**src/hdl/bdq_pkg.sv**
```systemverilog
// Shared constants, types and a helper function for the bounded deque with search.
package bdq_pkg;

  localparam int unsigned DEPTH  = 128;
  localparam int unsigned PTR_W  = $clog2(DEPTH);
  localparam int unsigned CNT_W  = $clog2(DEPTH + 1);
  localparam int unsigned DATA_W = 32;
  localparam int unsigned FUNC_W = 3;
  localparam int unsigned STS_W  = 2;

  // Operation codes.
  localparam logic [FUNC_W-1:0] FN_PUSH_FRONT = 3'd0;
  localparam logic [FUNC_W-1:0] FN_PUSH_BACK  = 3'd1;
  localparam logic [FUNC_W-1:0] FN_POP_FRONT  = 3'd2;
  localparam logic [FUNC_W-1:0] FN_POP_BACK   = 3'd3;
  localparam logic [FUNC_W-1:0] FN_SEARCH     = 3'd4;

  // Status codes.
  localparam logic [STS_W-1:0] STS_OK    = 2'd0;
  localparam logic [STS_W-1:0] STS_FULL  = 2'd1;
  localparam logic [STS_W-1:0] STS_EMPTY = 2'd2;
  localparam logic [STS_W-1:0] STS_MISS  = 2'd3;

  typedef struct packed {
    logic [STS_W-1:0] status;
    logic [PTR_W-1:0] position;
    logic [CNT_W-1:0] count;
  } res_t;

  typedef struct packed {
    logic accept;       // input transaction taken this cycle
    logic srch_start;   // reset the search walk
    logic srch_step;    // advance the search walk
    logic sel_srch;     // fresh result comes from the search unit
    logic out_ld_fresh; // load output register with the fresh result
    logic pend_ld;      // park the fresh result in the pending register
    logic out_ld_pend;  // move the pending result to the output register
  } cmd_t;

  typedef struct packed {
    logic is_search;
    logic srch_done;
  } sts_t;

  // Circular slot of (base + off) for off below DEPTH.
  function automatic logic [PTR_W-1:0] slot_add(input logic [PTR_W-1:0] base,
                                                input logic [PTR_W-1:0] off);
    logic [PTR_W:0] sum;
    sum = {1'b0, base} + {1'b0, off};
    if (sum >= (PTR_W + 1)'(DEPTH)) begin
      sum = sum - (PTR_W + 1)'(DEPTH);
    end
    return sum[PTR_W-1:0];
  endfunction

endpackage

```
**src/hdl/bdq_ctrl.sv**
```systemverilog
// Controller state machine sequencing transactions, searches and result delivery.
module bdq_ctrl (
  input  logic          clk_i,
  input  logic          rst_ni,
  input  logic          in_valid_i,
  output logic          in_stall_o,
  output logic          out_valid_o,
  input  logic          out_stall_i,
  input  bdq_pkg::sts_t sts_i,
  output bdq_pkg::cmd_t cmd_o
);

  typedef enum logic [2:0] {
    ST_IDLE   = 3'b001,
    ST_SEARCH = 3'b010,
    ST_HOLD   = 3'b100
  } state_e;

  state_e state_q, state_d;
  logic   out_valid_q, out_valid_d;
  logic   out_free;
  logic   result_rdy;

  assign out_free    = !out_valid_q || !out_stall_i;
  assign in_stall_o  = (state_q != ST_IDLE);
  assign out_valid_o = out_valid_q;

  always_comb begin
    state_d     = state_q;
    out_valid_d = out_valid_q && out_stall_i;
    cmd_o       = '0;
    result_rdy  = 1'b0;
    unique case (state_q)
      ST_IDLE: begin
        if (in_valid_i) begin
          cmd_o.accept = 1'b1;
          if (sts_i.is_search) begin
            cmd_o.srch_start = 1'b1;
            state_d          = ST_SEARCH;
          end else begin
            result_rdy = 1'b1;
          end
        end
      end
      ST_SEARCH: begin
        cmd_o.srch_step = 1'b1;
        cmd_o.sel_srch  = 1'b1;
        if (sts_i.srch_done) begin
          result_rdy = 1'b1;
          state_d    = ST_IDLE;
        end
      end
      ST_HOLD: begin
        if (!out_stall_i) begin
          cmd_o.out_ld_pend = 1'b1;
          out_valid_d       = 1'b1;
          state_d           = ST_IDLE;
        end
      end
      default: begin
        state_d = ST_IDLE;
      end
    endcase
    // A finished result goes straight out when the output register frees up,
    // otherwise it is parked until the current result is taken.
    if (result_rdy) begin
      if (out_free) begin
        cmd_o.out_ld_fresh = 1'b1;
        out_valid_d        = 1'b1;
      end else begin
        cmd_o.pend_ld = 1'b1;
        state_d       = ST_HOLD;
      end
    end
  end

  always_ff @(posedge clk_i or negedge rst_ni) begin
    if (!rst_ni) begin
      state_q     <= ST_IDLE;
      out_valid_q <= 1'b0;
    end else begin
      state_q     <= state_d;
      out_valid_q <= out_valid_d;
    end
  end

  a_hold_has_output: assert property (@(posedge clk_i) disable iff (!rst_ni)
    state_q == ST_HOLD |-> out_valid_q)
    else $error("pending result held while output register is empty");

  a_search_ends: assert property (@(posedge clk_i) disable iff (!rst_ni)
    state_q == ST_SEARCH && sts_i.srch_done |=> state_q != ST_SEARCH)
    else $error("search continued after completion");

endmodule

```
**src/hdl/bdq_dp.sv**
```systemverilog
// Datapath: entry memory, front pointer, count, search walk and result registers.
module bdq_dp (
  input  logic                                clk_i,
  input  logic                                rst_ni,
  input  logic [bdq_pkg::FUNC_W-1:0]          func_i,
  input  logic signed [bdq_pkg::DATA_W-1:0]   value_i,
  input  bdq_pkg::cmd_t                       cmd_i,
  output bdq_pkg::sts_t                       sts_o,
  output logic [bdq_pkg::STS_W-1:0]           status_o,
  output logic [bdq_pkg::PTR_W-1:0]           position_o,
  output logic [bdq_pkg::CNT_W-1:0]           count_o
);

  logic [bdq_pkg::DATA_W-1:0] mem [bdq_pkg::DEPTH];

  logic [bdq_pkg::PTR_W-1:0]  front_q, front_d;
  logic [bdq_pkg::CNT_W-1:0]  cnt_q, cnt_d;
  logic [bdq_pkg::DATA_W-1:0] key_q;
  logic [bdq_pkg::CNT_W-1:0]  issue_idx_q;
  logic                       cmp_vld_q;
  logic [bdq_pkg::PTR_W-1:0]  cmp_idx_q;
  logic [bdq_pkg::DATA_W-1:0] rd_data_q;
  bdq_pkg::res_t              out_q, pend_q;

  logic                       full, empty;
  logic [bdq_pkg::PTR_W-1:0]  front_inc, front_dec, back_slot;
  logic                       wr_en;
  logic [bdq_pkg::PTR_W-1:0]  wr_addr;
  logic [bdq_pkg::PTR_W-1:0]  rd_addr;
  logic                       issue_more;
  logic                       hit;
  bdq_pkg::res_t              upd_res, srch_res, fresh_res;

  assign full  = (cnt_q == bdq_pkg::CNT_W'(bdq_pkg::DEPTH));
  assign empty = (cnt_q == '0);

  assign front_inc = (front_q == bdq_pkg::PTR_W'(bdq_pkg::DEPTH - 1)) ? '0 : front_q + 1'b1;
  assign front_dec = (front_q == '0) ? bdq_pkg::PTR_W'(bdq_pkg::DEPTH - 1) : front_q - 1'b1;
  assign back_slot = bdq_pkg::slot_add(front_q, cnt_q[bdq_pkg::PTR_W-1:0]);

  always_comb begin
    front_d        = front_q;
    cnt_d          = cnt_q;
    wr_en          = 1'b0;
    wr_addr        = back_slot;
    upd_res.status = bdq_pkg::STS_OK;
    if (cmd_i.accept) begin
      unique case (func_i)
        bdq_pkg::FN_PUSH_FRONT: begin
          if (full) begin
            upd_res.status = bdq_pkg::STS_FULL;
          end else begin
            front_d = front_dec;
            wr_en   = 1'b1;
            wr_addr = front_dec;
            cnt_d   = cnt_q + 1'b1;
          end
        end
        bdq_pkg::FN_PUSH_BACK: begin
          if (full) begin
            upd_res.status = bdq_pkg::STS_FULL;
          end else begin
            wr_en = 1'b1;
            cnt_d = cnt_q + 1'b1;
          end
        end
        bdq_pkg::FN_POP_FRONT: begin
          if (empty) begin
            upd_res.status = bdq_pkg::STS_EMPTY;
          end else begin
            front_d = front_inc;
            cnt_d   = cnt_q - 1'b1;
          end
        end
        bdq_pkg::FN_POP_BACK: begin
          if (empty) begin
            upd_res.status = bdq_pkg::STS_EMPTY;
          end else begin
            cnt_d = cnt_q - 1'b1;
          end
        end
        default: begin
        end
      endcase
    end
    upd_res.position = '0;
    upd_res.count    = cnt_d;
  end

  // Search walk: one memory read issued per cycle, compared on the next.
  assign issue_more = (issue_idx_q != cnt_q);
  assign rd_addr    = bdq_pkg::slot_add(front_q, issue_idx_q[bdq_pkg::PTR_W-1:0]);
  assign hit        = cmp_vld_q && (rd_data_q == key_q);

  always_comb begin
    srch_res.count = cnt_q;
    if (hit) begin
      srch_res.status   = bdq_pkg::STS_OK;
      srch_res.position = cmp_idx_q;
    end else begin
      srch_res.status   = bdq_pkg::STS_MISS;
      srch_res.position = '0;
    end
  end

  assign fresh_res = cmd_i.sel_srch ? srch_res : upd_res;

  assign sts_o.is_search = (func_i == bdq_pkg::FN_SEARCH);
  assign sts_o.srch_done = hit || (!issue_more && !cmp_vld_q);

  always_ff @(posedge clk_i or negedge rst_ni) begin
    if (!rst_ni) begin
      front_q     <= '0;
      cnt_q       <= '0;
      issue_idx_q <= '0;
      cmp_vld_q   <= 1'b0;
    end else begin
      front_q <= front_d;
      cnt_q   <= cnt_d;
      if (cmd_i.srch_start) begin
        issue_idx_q <= '0;
        cmp_vld_q   <= 1'b0;
      end else if (cmd_i.srch_step && issue_more) begin
        issue_idx_q <= issue_idx_q + 1'b1;
        cmp_vld_q   <= 1'b1;
      end else begin
        cmp_vld_q   <= 1'b0;
      end
    end
  end

  always_ff @(posedge clk_i) begin
    if (wr_en) begin
      mem[wr_addr] <= value_i;
    end
    rd_data_q <= mem[rd_addr];
  end

  always_ff @(posedge clk_i) begin
    if (cmd_i.accept) begin
      key_q <= value_i;
    end
    cmp_idx_q <= issue_idx_q[bdq_pkg::PTR_W-1:0];
    if (cmd_i.pend_ld) begin
      pend_q <= fresh_res;
    end
    if (cmd_i.out_ld_fresh) begin
      out_q <= fresh_res;
    end else if (cmd_i.out_ld_pend) begin
      out_q <= pend_q;
    end
  end

  assign status_o   = out_q.status;
  assign position_o = out_q.position;
  assign count_o    = out_q.count;

  a_count_bound: assert property (@(posedge clk_i) disable iff (!rst_ni)
    cnt_q <= bdq_pkg::CNT_W'(bdq_pkg::DEPTH))
    else $error("entry count exceeds capacity");

  a_cmp_in_range: assert property (@(posedge clk_i) disable iff (!rst_ni)
    cmp_vld_q |-> {1'b0, cmp_idx_q} < cnt_q)
    else $error("search compared an entry outside the held range");

  a_cmp_from_step: assert property (@(posedge clk_i) disable iff (!rst_ni)
    $rose(cmp_vld_q) |-> $past(cmd_i.srch_step))
    else $error("compare stage filled without a search step");

endmodule

```
**src/hdl/bounded_deque_with_search.sv**
```systemverilog
// Insert, remove and unused-code results load the output register on acceptance when it is free,
// else they wait in the pending register. Search: one memory read per cycle from the front, each
// compared with the key; the walk stops at the first hit or, as a miss, after the last entry.
// Throughput: one transaction in flight; the next is accepted in the cycle after its result
// reaches the output register. Reset: front pointer, count and handshake state clear.
// Top level of the bounded deque with linear search.
module bounded_deque_with_search (
  input  logic                              clk_i,
  input  logic                              rst_ni,
  input  logic                              in_valid_i,
  output logic                              in_stall_o,
  input  logic [bdq_pkg::FUNC_W-1:0]        func_i,
  input  logic signed [bdq_pkg::DATA_W-1:0] value_i,
  output logic                              out_valid_o,
  input  logic                              out_stall_i,
  output logic [bdq_pkg::STS_W-1:0]         status_o,
  output logic [bdq_pkg::PTR_W-1:0]         position_o,
  output logic [bdq_pkg::CNT_W-1:0]         count_o
);

  bdq_pkg::cmd_t cmd;
  bdq_pkg::sts_t sts;

  bdq_ctrl u_ctrl (
    .clk_i       (clk_i),
    .rst_ni      (rst_ni),
    .in_valid_i  (in_valid_i),
    .in_stall_o  (in_stall_o),
    .out_valid_o (out_valid_o),
    .out_stall_i (out_stall_i),
    .sts_i       (sts),
    .cmd_o       (cmd)
  );

  bdq_dp u_dp (
    .clk_i      (clk_i),
    .rst_ni     (rst_ni),
    .func_i     (func_i),
    .value_i    (value_i),
    .cmd_i      (cmd),
    .sts_o      (sts),
    .status_o   (status_o),
    .position_o (position_o),
    .count_o    (count_o)
  );

endmodule
```
**config.mk**
```make
export PLATFORM = sky130hd
export DESIGN_NAME = bounded_deque_with_search
export DESIGN_NICKNAME = d
export VERILOG_FILES = /design/src/hdl/bdq_pkg.sv /design/src/hdl/bdq_ctrl.sv /design/src/hdl/bdq_dp.sv /design/src/hdl/bounded_deque_with_search.sv
export SDC_FILE = /design/constraint.sdc
export NUM_CORES = 2
export LEC_CHECK = 0
export BUFFER_PORTS_ARGS = -buffer_cell sky130_fd_sc_hd__buf_4
export CORE_MARGIN = 2
export CORE_UTILIZATION = 57
export CTS_CLUSTER_DIAMETER = 50
export DETAILED_ROUTE_END_ITERATION = 8
export PLACE_DENSITY_LB_ADDON = 0.15
export SYNTH_ARGS = -nofsm -noshare
export SYNTH_HDL_FRONTEND = slang
export SYNTH_SLANG_ARGS = --single-unit
export TNS_END_PERCENT = 1
```
**constraint.sdc**
```tcl
create_clock -name clk_i -period 4.1 [get_ports clk_i]
set_clock_uncertainty 0.2 [all_clocks]
set_input_delay 0.82 -clock clk_i [delete_from_list [all_inputs] [get_ports clk_i]]
set_output_delay 0.82 -clock clk_i [all_outputs]
set_load 0.01 [all_outputs]
```
==> summary.txt <==
Route
  – Drt first-iter violations: 12600
  – Highest routed layer: met5
  – Met3 layer wire length in the routed design: 46.5 mm
  – Initial DRT Pass Iterations: 5
  – Count of antenna-violating nets left after detailed routing: 0
  – Met2 wire length: 206 mm
  – Remaining DRCs: 0
  – Wire length on met1: 166 mm
  – Drt wl/cell: 35.5 um
  – Aggregate routed wire length: 433 mm
  – Detailed-route vias per instance: 6.69
  – Via total after detailed routing: 81600

Status
  – Violations in the final reports: capacitance limit, slew limit, setup timing
  – Run status: finished, violations left

Critical path
  – Element type at the critical path end: flop
  – Sort of element at the start of the critical path: flop
  – Required time reported for the critical path endpoint: 4.74 ns
  – Arrival time at the worst endpoint: 4.91 ns
  – Maximum net fanout on the critical path: 18
  – Startpoint-to-endpoint class of the critical path: flop to flop

Logic synthesis
  – Post-synthesis instance area: 163000 sq um
  – EDFF count, synth: 4162
  – Per-instance average area after synthesis: 22.4 sq um
  – Part of the Yosys area used for sequential elements: 77.7%
  – Count of mapped cells out of synthesis: 7263
  – Synth cell types: 68
  – Share of synthesized registers carrying an async set or reset: 0.662%
  – Flip-flop and latch count after synthesis: 4229
  – Total nets after synthesis: 7322
  – Primary flip-flop cell chosen by synthesis mapping: edfxtp_1
  – Total number of yosys warnings: 0

STA
  – Number of failing setup endpoints in the final timing report: 13
  – Time the worst path needs with I/O delays and setup: 4.27 ns
  – Setup repair after global routing missed its margin: yes
  – Final hold vios: 0
  – Final period util: 104%
  – Worst-margin pin slew: 1.71 ns
  – Max-slew violation count: 3
  – Summed negative setup slack over all endpoints: -0.792 ns
  – Worst rel slew slack: -15.2%
  – Peak clock frequency supported by timing: 234 MHz
  – Final setup margin: -0.169 ns

Placed design
  – Port Buffers: 57
  – Post-Place Cells: 11300
  – Final HPWL DP: 256 mm
  – Pre-CTS setup slack: -0.506 ns
  – Routability cong.: 0.878

Die
  – Top-level I/O count: 58
  – Total core area: 284000 sq um
  – Initial Utilization: 57.2%
  – Die X-Extent: 538 um
  – Placement row count: 196
  – Die Area: 290000 sq um
  – Die height: 538 um

Clock tree
  – CTS Root Buffer Type: clkbuf_16
  – Maximum buffer depth of the clock tree: 4
  – Total clock sinks: 4229
  – Register clock-pin slew on the reported worst setup and hold paths: 0.06 ns
  – Total clock buffers created by CTS: 449
  – Clock tree from TritonCTS: built
  – Level count of the clock H-tree: 5
  – Clk_lat worst skew: 1.01 ns

GRT
  – Via count of the first global-routing pass: 81300
  – Number of antenna violations at the first check in global routing: 24
  – Final global-route overflow total: 0
  – All-Layer GR Usage: 29.8%
  – Pin count of the biggest net entering global routing: 130
  – Wire length of the first global-routing pass: 609 mm

Finish
  – Net count reported at finish: 8107
  – Fraction of layout instances using a drive strength above 1: 32.9%
  – Layout Cells excl Fill: 12200
  – Layout overhead on the synthesized area: 17.6%
  – Finished Core Util: 67.3%

Run
  – Maxcap violations: 1

Pwr
  – Total power: 148 mW
  – Standby leakage power: 60.3 nW
  – Clock share of power: 27.7%
  – Worst vdd rail ir drop: 0.591 mV
  – Internal power: 97.9 mW
  – Ratio of total power to cell area: 772 nW/um^2
  – Switching part of the total: 33.8%
  – Combinational share of power: 39.5%
  – Net load switching power: 49.9 mW
  – Portion of total power attributed to sequential cells: 32.9%

Hold path
  – Worst min-delay path class: input port to asynchronous set/reset pin
synthesized netlist by cell type (all sizes together) (27+ instances only):
cell	instances	area, sq um
edfxtp	4162	125000
mux4	1152	25900
nand2	451	1690
buf	240	1340
clkbuf	178	668
nor2	167	629
nand4	135	845
and2	78	488
a31oi	71	457
o211ai	67	503
o22ai	66	413
a221oi	64	561
a22o	43	377
nor3	42	220
dfxtp	39	781
o21ai	37	185
xor2	36	315
dfrtp	27	676
cell type report:
cell class | instances | area [sq um]
timing repair buffer | 752 | 9500
clock inverter | 293 | 3360
antenna | 4 | 10.0
multi-input combinational | 2603 | 35600
tap | 3762 | 4710
inverter | 13 | 48.8
fill | 17600 | 93000
sequential | 4229 | 126000
clock buffer | 539 | 11700
power by group through the flow:
stage | Clock, mW | Combinational [mW] | Sequential (mW)
after global routing | 43.0 | 60.7 | 48.6
final | 40.9 | 58.4 | 48.6
after CTS | 41.3 | 57.4 | 48.6
after detailed placement | 0 | 56.5 | 49.5
after floorplan | 0 | 32.2 | 49.4
after global placement | 0 | 56.2 | 49.4
state kept, by name, summed over array words and instances, names as in the netlist:
signal              cells
u_dp.mem             4096
u_dp.key_q             32
u_dp.rd_data_q         32
u_dp.pend_q            17
u_dp.cnt_q              8
u_dp.count_o            8
u_dp.issue_idx_q        8
u_dp.cmp_idx_q          7
u_dp.front_q            7
u_dp.position_o         7
u_ctrl.state_q          3
u_dp.status_o           2
u_ctrl.out_valid_o      1
u_dp.cmp_vld_q          1
repair_timing:
item	4_1_cts	5_1_grt
gates resized for setup	37	41
endpoints found under the hold margin	31	0
endpoints found under the setup margin	25	2752
hold buffers	2	0
pin swaps	14	18
cloned	2	4
setup buffers	9	13
worst paths after layout:
path / cells past startpoint / endpoint / start / slack [ns]
setup / recovery: 11 / u_dp.rd_data_q[3] / u_dp.issue_idx_q[0] / -0.17
hold / removal: 2 / u_ctrl.out_valid_o / rst_ni / 0.13
setup reg to reg: 11 / u_dp.rd_data_q[3] / u_dp.issue_idx_q[0] / -0.17
hold reg to reg: 0 / u_dp.cmp_idx_q[6] / u_dp.issue_idx_q[6] / 0.33
max in group asynchronous: 2 / u_dp.front_q[6] / rst_ni / 3.22
min in group clk_i: 1 / u_dp.mem[32][30] / value_i[30] / 0.15
per-stage QoR:
| stage | hold WS [ns] | instance area (sq um) |
|---|---|---|
| floorplan | 0.237 | 163000 |
| global placement | 0.298 | 176000 |
| detailed placement | 0.309 | 176000 |
| CTS | 0.0821 | 191000 |
| global route | 0.116 | 191000 |
| finish | 0.135 | 191000 |
layout by cell type, fill, tap and decap left out, types with 11 or more instances in the layout:
| cell type | synthesis | final |
|---|---|---|
| edfxtp_1 | 4162 | 4162 |
| mux4_2 | 1152 | 1152 |
| clkbuf_16 | 0 | 457 |
| nand2_1 | 451 | 450 |
| buf_4 | 54 | 444 |
| buf_12 | 0 | 283 |
| nand4_1 | 135 | 135 |
| nor2_4 | 0 | 128 |
| clkinv_1 | 0 | 87 |
| clkbuf_1 | 178 | 83 |
| and2_1 | 77 | 72 |
| o211ai_1 | 67 | 67 |
| a31oi_1 | 69 | 64 |
| clkinv_2 | 0 | 62 |
| bufinv_16 | 0 | 55 |
| a221oi_1 | 64 | 52 |
| o22ai_1 | 66 | 48 |
| a22o_1 | 43 | 40 |
| dfxtp_1 | 39 | 39 |
| nor3_1 | 40 | 38 |
| nor2_1 | 166 | 37 |
| o21ai_0 | 36 | 36 |
| xor2_1 | 36 | 34 |
| dfrtp_1 | 27 | 27 |
| clkinvlp_4 | 0 | 26 |
| xnor2_1 | 26 | 24 |
| nand3_1 | 24 | 22 |
| a21oi_1 | 21 | 20 |
| inv_6 | 0 | 19 |
| clkinv_4 | 0 | 18 |
| ha_1 | 18 | 17 |
| o22ai_2 | 0 | 15 |
| inv_1 | 13 | 13 |
| clkinv_16 | 0 | 11 |
cells by family after synthesis:
group	after synthesis	synth area share, %
xor+xnor	62	0.334
fa+ha+maj	20	0.163
mux	1164	16.0
compound gates	409	1.83
buf+inv	431	1.26
flops	4229	77.7
simple gates	948	2.67
metal layers:
layer / vias up / track usage (%)
li1: 32500 / -
met1: 43700 / 43.0
met2: 4748 / 46.3
met3: 672 / 6.54
met4: 6 / 9.00
met5: - / 0
worst max-delay path: stages (launching register included):
cell and delay, ns:
dfrtp_1 0.42, ha_4 0.18, fa_4 0.76, buf_12 0.18, buf_16 0.17, buf_12 0.18, mux4_2 0.35, a221oi_4 0.32
a31oi_2 0.09, o211ai_1 0.82, a22o_2 0.37, nor3_1 0.06
No activity file was read; power rests on OpenSTA's default activity.
